<file path="config.mk">
export PLATFORM = sky130hd
export DESIGN_NAME = ucf_result_reg
export DESIGN_NICKNAME = d
export VERILOG_FILES = /design/src/rtl/ucf_pkg.sv /design/src/rtl/ucf_result_reg.sv
export SDC_FILE = /design/constraint.sdc
export NUM_CORES = 1
export LEC_CHECK = 0
export BUFFER_PORTS_ARGS = -buffer_cell sky130_fd_sc_hd__buf_2
export CAP_MARGIN = 0
export CORE_MARGIN = 3
export CORE_UTILIZATION = 38
export DETAILED_ROUTE_END_ITERATION = 7
export PLACE_DENSITY_LB_ADDON = 0.2
export SYNTH_ARGS = -nofsm -noshare
export SYNTH_HDL_FRONTEND = slang
export SYNTH_SLANG_ARGS = --single-unit
</file>
<file path="constraint.sdc">
create_clock -name aclk -period 1.1 [get_ports aclk]
set_clock_uncertainty 0.2 [all_clocks]
set_input_delay 0 -clock aclk [delete_from_list [all_inputs] [get_ports aclk]]
set_output_delay 0 -clock aclk [all_outputs]
set_load 0.03 [all_outputs]
</file>
<file path="src/rtl/ucf_pkg.sv">
package ucf_pkg;

    localparam int FIELD_W = 11;

    localparam logic [1:0] MODE_LOAD   = 2'd0;
    localparam logic [1:0] MODE_SEARCH = 2'd1;
    localparam logic [1:0] MODE_READ   = 2'd2;

    localparam int          ADDR_W         = 3;
    localparam logic [2:0]  ADDR_NODE_COUNT = 3'd0;
    localparam logic [10:0] NODE_COUNT_RST = 11'd1024;

    typedef struct packed {
        logic               rejected;
        logic               found;
        logic [FIELD_W-1:0] cycle_length;
        logic [FIELD_W-1:0] cycle_node;
    } ucf_result_t;

endpackage

</file>
<file path="src/rtl/ucf_result_reg.sv">
module ucf_result_reg (
    input  logic                                aclk,
    input  logic                                aresetn,
    input  logic                                load,
    input  ucf_pkg::ucf_result_t                res_in,
    output logic                                free,
    output logic                                m_valid,
    input  logic                                m_ready,
    output logic                                m_rejected,
    output logic                                m_found,
    output logic [ucf_pkg::FIELD_W-1:0]         m_cycle_length,
    output logic [ucf_pkg::FIELD_W-1:0]         m_cycle_node
);

    logic                 valid_reg;
    ucf_pkg::ucf_result_t res_reg;

    // Slot is free when empty or when its beat leaves this cycle.
    assign free = !valid_reg || m_ready;

    always_ff @(posedge aclk) begin
        if (!aresetn) begin
            valid_reg <= 1'b0;
        end else if (load) begin
            valid_reg <= 1'b1;
        end else if (m_ready) begin
            valid_reg <= 1'b0;
        end
    end

    always_ff @(posedge aclk) begin
        if (load) begin
            res_reg <= res_in;
        end
    end

    assign m_valid        = valid_reg;
    assign m_rejected     = res_reg.rejected;
    assign m_found        = res_reg.found;
    assign m_cycle_length = res_reg.cycle_length;
    assign m_cycle_node   = res_reg.cycle_node;

endmodule

</file>
==> qor.csv, run 1 <==
metric,value,unit
gr busiest metal,met2,
Routed Wire Length,1850,microns
fin. max-slew vios,0,
synth warn,0,
initial core utilization,42.3,%
routability cong.,0.716,
Post-Syn Nets,56,
number of global-route vias before repair,630,
final worst path period need,1.07,ns
# diodes,0,
share of cells above drive strength 1,54.0,%
hold_ws,-0.117,ns
gr usage total,15.2,%
FF-to-FF setup slack,0.17,ns
GR Util met1,14.2,%
worst-path cell chain,buf_6,
Crit path largest cell delay,0.42,ns
Slew @ Worst Pin,0.153,ns
initial antenna violation count,0,
final std cells w/o fill,138,
die span in y,51,microns
Hold Path Sink,m_valid,
WL per Instance,13.4,microns
CP Max Fanout,1,
hold crit path type,primary input to flop,
CP max-delay cell,edfxtp_1,
register area share after synthesis,96.3,%
Max clock buf depth,2,
Mapped Avg Cell Area,27.5,sq um
reg2reg start,m_valid,
final hold violations,1,
Clock Pin Slew Worst Setup and Hold Paths,0.12,ns
Max Cap Viol,0,
first-pass GRT wire length,2770,microns
drc violations,0,
most frequent cell after synthesis,edfxtp_1,
top post-synthesis cells by area,"edfxtp_1, dfxtp_1, nand2b_4, a21boi_2, inv_1",
RSZ-0062 raised after global routing,yes,
H-tree depth,1,
TritonCTS buffer count,3,
fin crit share,97.3,%
row cnt,15,
First-pass DRT Iterations,3,
Die ar.,2600,sq um
"Top FF cell, synth",edfxtp_1,
Skew-Pair Late Insertion Delay,0.29,ns
Sink Count,25,
Leak Pwr,0.655,nW
Max-slew headroom,89.8,%
Core Area,1820,sq um
cells after synthesis,28,
Worst setup SP type,flop,
"Design Area, Final",1530,sq um
P&R area growth vs syn,98.4,%
via count,593,
antenna-violating nets left,0,
Worst setup EP type,primary output,
cell taking the most area after synthesis,edfxtp_1,
top-area cell type share of the netlist area,93.7,%
nets,142,
GRT overflow,0,
Pwr Density,1300,nW/um^2
die width,51,microns
Setup-failing EPs final,0,
1st-iter DRT viols,7,
Vias/cell,4.30,
Critical Path AT,0.87,ns
CTS root buffer,clkbuf_4,
TritonCTS clock tree,yes,
CP required,0.90,ns
M2 GR Usage,28.8,%
number of synthesized register bits,25,
Post-synth EDFFs,24,
status,finished with violations,
Final Core Density,83.8,%
hold path depth,4,
pin count of the biggest net entering global routing,26,
failing checks,negative hold slack,
fmax,934,MHz
CP bufs+invs,1,
cell family with most CP delay,flip-flops,
CTS Hold Bufs,26,
Cells after DPL,107,
VDD IR-drop max,1.05,mV
grt met3 use,4.66,%
Worst Reg-to-Reg Cells,3,
critical path type,flop to primary output,
instance area at placement,1090,sq um
hold_sp,m_ready,
reg2reg end,m_valid,
Post-Syn Area,769,sq um
count of cell types in the netlist,5,
asr flop ratio synth,0,%
"top cells by count, synth","edfxtp_1, a21boi_2, dfxtp_1, inv_1, nand2b_4",
Pwr Total,1.99,mW
Port Buffers,53,
Ports,54,
-- how the worst max path moves through the flow --
stage,cells after the start,from,end
after floorplan,2,m_valid,m_valid
after global placement,2,m_valid,m_valid
after detailed placement,2,m_valid,m_valid
after CTS,1,m_cycle_length[10],m_cycle_length[10]
after global routing,1,m_cycle_node[7],m_cycle_node[7]
final,1,m_cycle_node[2],m_cycle_node[2]
-- worst reg2reg max path: stages (launching register included) --
cell      delay [ns]
dfxtp_2         0.37
nand2b_4        0.06
buf_4           0.13
a21boi_2        0.11
-- logic make-up after synthesis --
kind of cell	after synthesis	synth area share (%)
AO/OA/AOI/OAI	1	1.46
buffers and inverters	1	0.487
flip-flops	25	96.3
AND/OR/NAND/NOR	1	1.79
-- layout by cell type (no fill, tap or decap) --
master / Yosys / routed
edfxtp_1: 24 / 24
buf_12: 0 / 1
dfxtp_2: 0 / 1
nand2b_4: 1 / 1
buf_2: 0 / 28
dlygate4sd3_1: 0 / 26
inv_1: 1 / 1
a21boi_2: 1 / 1
clkbuf_4: 0 / 3
clkbuf_1: 0 / 1
buf_6: 0 / 22
buf_4: 0 / 4
-- what timing repair did --
action	CTS	global route
pin swaps	0	0
buffers inserted	0	1
hold endpoints to repair	49	1
endpoints found under the setup margin	2	25
gates resized for setup	3	69
-- final cells by class --
| cell class | count | area [sq um] |
|---|---|---|
| fill | 96 | 294 |
| inverter | 1 | 3.75 |
| sequential | 25 | 742 |
| multi-input combinational | 2 | 25.0 |
| timing repair buffer | 81 | 698 |
| tap | 25 | 31.3 |
| clock buffer | 4 | 26.3 |
-- flip-flops by register name, summed over array words and instances, names as in the netlist --
signal          cells
m_cycle_length     11
m_cycle_node       11
m_found             1
m_rejected          1
m_valid             1
-- report_power, final --
part	switching, mW	leakage, nW	internal (mW)
logic	0.224	0.396	0.233
registers	0.0330	0.243	1.13
clock network	0.230	0.0150	0.141
-- layer usage --
metal	vias up	share of wire [%]
met5	-	0
met4	0	1.9
met3	4	7.8
met2	36	59
met1	272	31
li1	281	-
-- through the flow --
step,TNS [ns],setup WS (ns)
3_3_place_gp,0,0.318
5_1_grt,-0.152,-0.0294
2_1_floorplan,0,0.0193
3_5_place_dp,0,0.297
6_report,0,0.0293
4_1_cts,0,0.00131
(Power assumes the default switching activity.)
==> run 2, diff against run 1 <==
--- a/config.mk
+++ b/config.mk
@@ -5,11 +5,13 @@
 export SDC_FILE = /design/constraint.sdc
 export NUM_CORES = 1
 export LEC_CHECK = 0
+export ABC_AREA = 1
 export BUFFER_PORTS_ARGS = -buffer_cell sky130_fd_sc_hd__buf_2
 export CAP_MARGIN = 0
 export CORE_MARGIN = 3
 export CORE_UTILIZATION = 38
 export DETAILED_ROUTE_END_ITERATION = 7
+export GPL_ROUTABILITY_DRIVEN = 0
 export PLACE_DENSITY_LB_ADDON = 0.2
 export SYNTH_ARGS = -nofsm -noshare
 export SYNTH_HDL_FRONTEND = slang
==> qor.csv, run 2 <==
metric,value,unit,change
Crit path largest cell delay,0.42,ns,about the same
status,finished with violations,,
initial antenna violation count,0,,unchanged
WL per Instance,14.4,microns,+7.9%
Sink Count,25,,unchanged
hold path depth,5,,+1
Worst setup SP type,flop,,
TritonCTS clock tree,yes,,
most frequent cell after synthesis,edfxtp_1,,
final worst path period need,1.08,ns,+0.00892 ns
pin count of the biggest net entering global routing,26,,unchanged
synth warn,0,,unchanged
Clock Pin Slew Worst Setup and Hold Paths,0.13,ns,about the same
nets,144,,+1.4%
initial core utilization,42.1,%,-0.14 points
VDD IR-drop max,0.988,mV,-5.9%
die span in y,50.9,microns,-0.15%
Mapped Avg Cell Area,25.6,sq um,-7.0%
fmax,926,MHz,-0.83%
number of synthesized register bits,25,,unchanged
Skew-Pair Late Insertion Delay,0.30,ns,about the same
count of cell types in the netlist,5,,unchanged
hold crit path type,primary input to flop,,
Vias/cell,4.22,,-1.8%
fin worst setup slack,0.0204,ns,-0.00892 ns
cell family with most CP delay,flip-flops,,
Cells after DPL,109,,+1.9%
via count,591,,-0.34%
final std cells w/o fill,140,,+1.4%
1st-iter DRT viols,5,,-2
CP max-delay cell,edfxtp_1,,
"Top FF cell, synth",edfxtp_1,,
antenna-violating nets left,0,,unchanged
top-area cell type share of the netlist area,94.0,%,+0.31 points
Post-Syn Nets,58,,+3.6%
Port Buffers,53,,unchanged
Pwr Total,1.98,mW,-0.24%
# diodes,0,,unchanged
die width,50.9,microns,-0.15%
Core Area,1820,sq um,unchanged
drc violations,0,,unchanged
Post-synth EDFFs,24,,unchanged
Max-slew headroom,89.3,%,-0.51 points
P&R area growth vs syn,94.1,%,
top post-synthesis cells by area,"edfxtp_1, dfxtp_1, inv_1, a21oi_2, nand2_2",,
asr flop ratio synth,0,%,unchanged
Critical Path AT,0.88,ns,about the same
HPWL after DPL,962,microns,
CTS Hold Bufs,26,,unchanged
CTS root buffer,clkbuf_4,,
fin crit share,98.1,%,+0.81 points
first-pass GRT wire length,2660,microns,-4.0%
row cnt,15,,unchanged
CP required,0.90,ns,about the same
Max Cap Viol,0,,unchanged
hold_ws,-0.112,ns,+0.00502 ns
worst-path cell chain,buf_6,,
Routed Wire Length,2020,microns,+9.5%
cells after synthesis,30,,+7.1%
TritonCTS buffer count,3,,unchanged
CP Max Fanout,1,,unchanged
Setup-failing EPs final,0,,unchanged
gr usage total,14.6,%,-0.66 points
Pwr Density,1330,nW/um^2,+2.3%
cell taking the most area after synthesis,edfxtp_1,,
DP Worst Slack,0.317,ns,+0.0202 ns
Worst setup EP type,primary output,,
final hold violations,1,,unchanged
RSZ-0062 raised after global routing,yes,,
First-pass DRT Iterations,4,,+1
"top cells by count, synth","edfxtp_1, inv_1, a21oi_2, dfxtp_1, nand2_2",,
fin. max-slew vios,0,,unchanged
WP depth,1,,unchanged
sum of negative setup slack,0,ns,unchanged
Post-Syn Area,767,sq um,-0.33%
"commonest cells after routing, fill and taps aside","buf_2, dlygate4sd3_1, edfxtp_1, buf_6",,
CP bufs+invs,1,,unchanged
Max clock buf depth,2,,unchanged
Worst Reg-to-Reg Cells,3,,unchanged
Final Core Density,81.8,%,-2.1 points
share of cells above drive strength 1,53.9,%,-0.069 points
"most common cell after layout, fill and taps aside",buf_2,,
H-tree depth,1,,unchanged
Slew @ Worst Pin,0.161,ns,+0.00764 ns
Die ar.,2590,sq um,-0.29%
Ports,54,,unchanged
Leak Pwr,0.649,nW,-0.87%
critical path type,flop to primary output,,
GRT overflow,0,,unchanged
number of global-route vias before repair,589,,-6.5%
failing checks,negative hold slack,,
register area share after synthesis,96.6,%,+0.31 points
==> run 2: metal layers <==
metal,track usage (%),vias to the layer above,part of all wire (%)
met5,0,-,0
met4,7.62,0,1.9
met3,5.25,4,8.4
met2,25.1,39,55
met1,15.5,264,35
li1,-,284,-
==> run 2: area by class of cell <==
class,instances,area [sq um]
Multi-Input combinational cell,2,15.0
Sequential cell,25,742
Tap cell,25,31.3
Clock buffer,3,22.5
Timing Repair Buffer,81,662
Fill cell,99,332
Inverter,3,11.3
Clock inverter,1,5.00
==> run 2: worst reg2reg max path, stage by stage (launching register included) <==
cell	delay, ns
dfxtp_2	0.37
nand2_2	0.07
buf_4	0.13
a21oi_2	0.12
==> run 2: worst paths after layout <==
check | from | to | slack, ns
max reg2reg | m_valid | m_valid | 0.15
max | m_cycle_length[8] | m_cycle_length[8] | 0.02
min | m_ready | m_valid | -0.11
min reg2reg | m_valid | m_valid | 0.41
==> run 2: logic make-up after synthesis <==
logic type | count (synthesis) | synth area share, %
AOI/OAI and AO/OA | 1 | 1.14
and+or+nand+nor | 1 | 0.816
buffers and inverters | 3 | 1.47
DFF | 25 | 96.6
==> run 2: what timing repair did <==
action	4_1_cts	5_1_grt
hold endpoints to repair	49	1
pin swaps	0	1
resized for setup	1	51
setup buffers	0	1
endpoints found under the setup margin	1	19
==> run 2: where the power goes <==
part / leakage [nW] / switching, mW / internal (mW)
Sequential: 0.243 / 0.0288 / 1.13
Combinational: 0.388 / 0.229 / 0.211
Clock: 0.0177 / 0.252 / 0.136
Total: 0.649 / 0.510 / 1.47
==> run 2: stage by stage <==
stage	hold slack [ns]	instance area (sq um)
3_3_place_gp	-0.0237	1080
6_report	-0.112	1490
2_1_floorplan	-0.101	768
3_5_place_dp	-0.0219	1080
5_1_grt	-0.133	1490
4_1_cts	-0.277	1380
==> run 3, diff against run 2 <==
--- a/config.mk
+++ b/config.mk
@@ -13,6 +13,7 @@
 export DETAILED_ROUTE_END_ITERATION = 7
 export GPL_ROUTABILITY_DRIVEN = 0
 export PLACE_DENSITY_LB_ADDON = 0.2
+export RECOVER_POWER = 50
 export SYNTH_ARGS = -nofsm -noshare
 export SYNTH_HDL_FRONTEND = slang
 export SYNTH_SLANG_ARGS = --single-unit
==> qor.csv, run 3 (synthesis gave the netlist of run 2 again) <==
metric,value,unit,change
hold_ws,-0.114,ns,-0.00142 ns
Cells after DPL,109,,unchanged
TritonCTS buffer count,3,,unchanged
failing checks,negative hold slack,,
drc violations,0,,unchanged
P&R area growth vs syn,93.0,%,
CP startpoint,load,,
Sink Count,25,,unchanged
row cnt,15,,unchanged
FF-to-FF setup slack,0.15,ns,about the same
hold_sp,m_ready,,
Pwr Density,1340,nW/um^2,+0.32%
Ports,54,,unchanged
fmax,926,MHz,about the same
area occupied by multi-input gates,15.0,sq um,unchanged
M2 GR Usage,25.1,%,unchanged
Max Cap Viol,0,,unchanged
hold path depth,5,,unchanged
TritonCTS clock tree,yes,,
final worst path period need,1.08,ns,+0.000284 ns
CP required,1.14,ns,+0.24 ns
Max clock buf depth,2,,unchanged
"most common cell after layout, fill and taps aside",buf_2,,
pin count of the biggest net entering global routing,26,,unchanged
initial core utilization,42.1,%,unchanged
gr usage total,14.6,%,unchanged
GR Util met1,15.5,%,unchanged
final hold violations,1,,unchanged
via count,592,,+0.17%
CP Max Fanout,25,,+24
final std cells w/o fill,140,,unchanged
Critical Path AT,1.12,ns,+0.24 ns
Worst Reg-to-Reg Cells,3,,unchanged
Clock Pin Slew Worst Setup and Hold Paths,0.12,ns,about the same
number of global-route vias before repair,589,,unchanged
instance area at placement,1080,sq um,unchanged
fin crit share,98.2,%,about the same
antenna-violating nets left,0,,unchanged
Crit path largest cell delay,0.53,ns,+0.11 ns
# diodes,0,,unchanged
Skew-Pair Late Insertion Delay,0.30,ns,about the same
Slew @ Worst Pin,0.216,ns,+0.0548 ns
CP bufs+invs,4,,+3
status,finished with violations,,
first-pass GRT wire length,2660,microns,unchanged
Die ar.,2590,sq um,unchanged
RSZ-0062 raised after global routing,yes,,
reg2reg start,m_valid,,
Hold Path Sink,m_valid,,
CTS root buffer,clkbuf_4,,
Filler Cells Inserted,100,,+1.0%
Core Area,1820,sq um,unchanged
Vias/cell,4.23,,+0.17%
gr busiest metal,met2,,
Routed Wire Length,2020,microns,about the same
Leak Pwr,0.646,nW,-0.52%
GRT overflow,0,,unchanged
CP max-delay cell,dlygate4sd3_1,,
Worst setup SP type,primary input,,
"commonest cells after routing, fill and taps aside","buf_2, dlygate4sd3_1, edfxtp_1, buf_6",,
die span in y,50.9,microns,unchanged
grt met3 use,5.25,%,unchanged
Worst setup EP type,flop,,
fin. max-slew vios,0,,unchanged
cell family with most CP delay,buffers and inverters,,
WL per Instance,14.5,microns,about the same
First-pass DRT Iterations,4,,unchanged
critical path type,primary input to flop,,
CTS Hold Bufs,26,,unchanged
worst-path cell chain,dlygate4sd3_1 > buf_2 > buf_6 > inv_1 > a21oi_2,,
reg2reg end,m_valid,,
HPWL after DPL,962,microns,unchanged
1st-iter DRT viols,9,,+4
sum of negative setup slack,0,ns,unchanged
die width,50.9,microns,unchanged
VDD IR-drop max,0.985,mV,-0.29%
"Design Area, Final",1480,sq um,-0.59%
nets,144,,unchanged
hold crit path type,primary input to flop,,
Storage cell area,742,sq um,unchanged
share of cells above drive strength 1,53.9,%,unchanged
Port Buffers,53,,unchanged
Setup-failing EPs final,0,,unchanged
H-tree depth,1,,unchanged
Max-slew headroom,85.6,%,-3.7 points
initial antenna violation count,0,,unchanged
==> run 3: cell types whose count changed in the layout (fill, tap and decap cells not counted) <==
cell,before,now
buf_12,1,0
buf_6,17,18
==> run 3: stage by stage <==
| stage | util, % | setup WS (ns) | power (mW) |
|---|---|---|---|
| after floorplan | - | 0.120 | 1.33 |
| after global placement | 59.6 | 0.322 | 1.46 |
| after detailed placement | 59.6 | 0.317 | 1.47 |
| after CTS | 75.5 | 0.00563 | 1.91 |
| after global routing | 81.3 | -0.0337 | 2.06 |
| final | 81.3 | 0.0201 | 1.98 |
==> run 3: how the worst max path moves through the flow <==
stage / end / slack (ns) / depth (start not counted)
after floorplan: m_valid / 0.12 / 2
after global placement: m_cycle_node[0] / 0.32 / 2
after detailed placement: m_cycle_length[4] / 0.32 / 2
after CTS: m_found / 0.006 / 1
after global routing: m_valid / -0.03 / 5
final: m_valid / 0.02 / 5
==> run 3: final cells by class <==
cell class | instances | area share, %
tap | 25 | 2.11
clock inverter | 1 | 0.338
clock buffer | 3 | 1.52
multi-input combinational | 2 | 1.01
inverter | 3 | 0.761
sequential | 25 | 50.1
timing repair buffer | 81 | 44.1
==> run 3: report_power, final <==
part           switching [mW]  internal, mW  total [mW]
sequential             0.0288          1.13        1.15
clock                   0.251         0.136       0.387
combinational           0.229         0.207       0.436
total                   0.508          1.47        1.98
==> run 3: layer usage <==
| layer | part of all wire (%) | routed length (microns) |
|---|---|---|
| met1 | 35 | 705 |
| met2 | 55 | 1110 |
| met3 | 8.4 | 169 |
| met4 | 2.0 | 40 |
| met5 | 0 | 0 |
==> run 3: worst register-to-register path, stage by stage, from the launching register on <==
cell and delay (ns):
dfxtp_2 0.36, nand2_2 0.07, buf_4 0.13, a21oi_2 0.12
==> run 3: timing repair <==
| item | 4_1_cts | 5_1_grt |
|---|---|---|
| pin swaps | 0 | 1 |
| setup buffers | 0 | 1 |
| endpoints found under the setup margin | 1 | 19 |
| endpoints found under the hold margin | 49 | 1 |
| resized for setup | 1 | 51 |
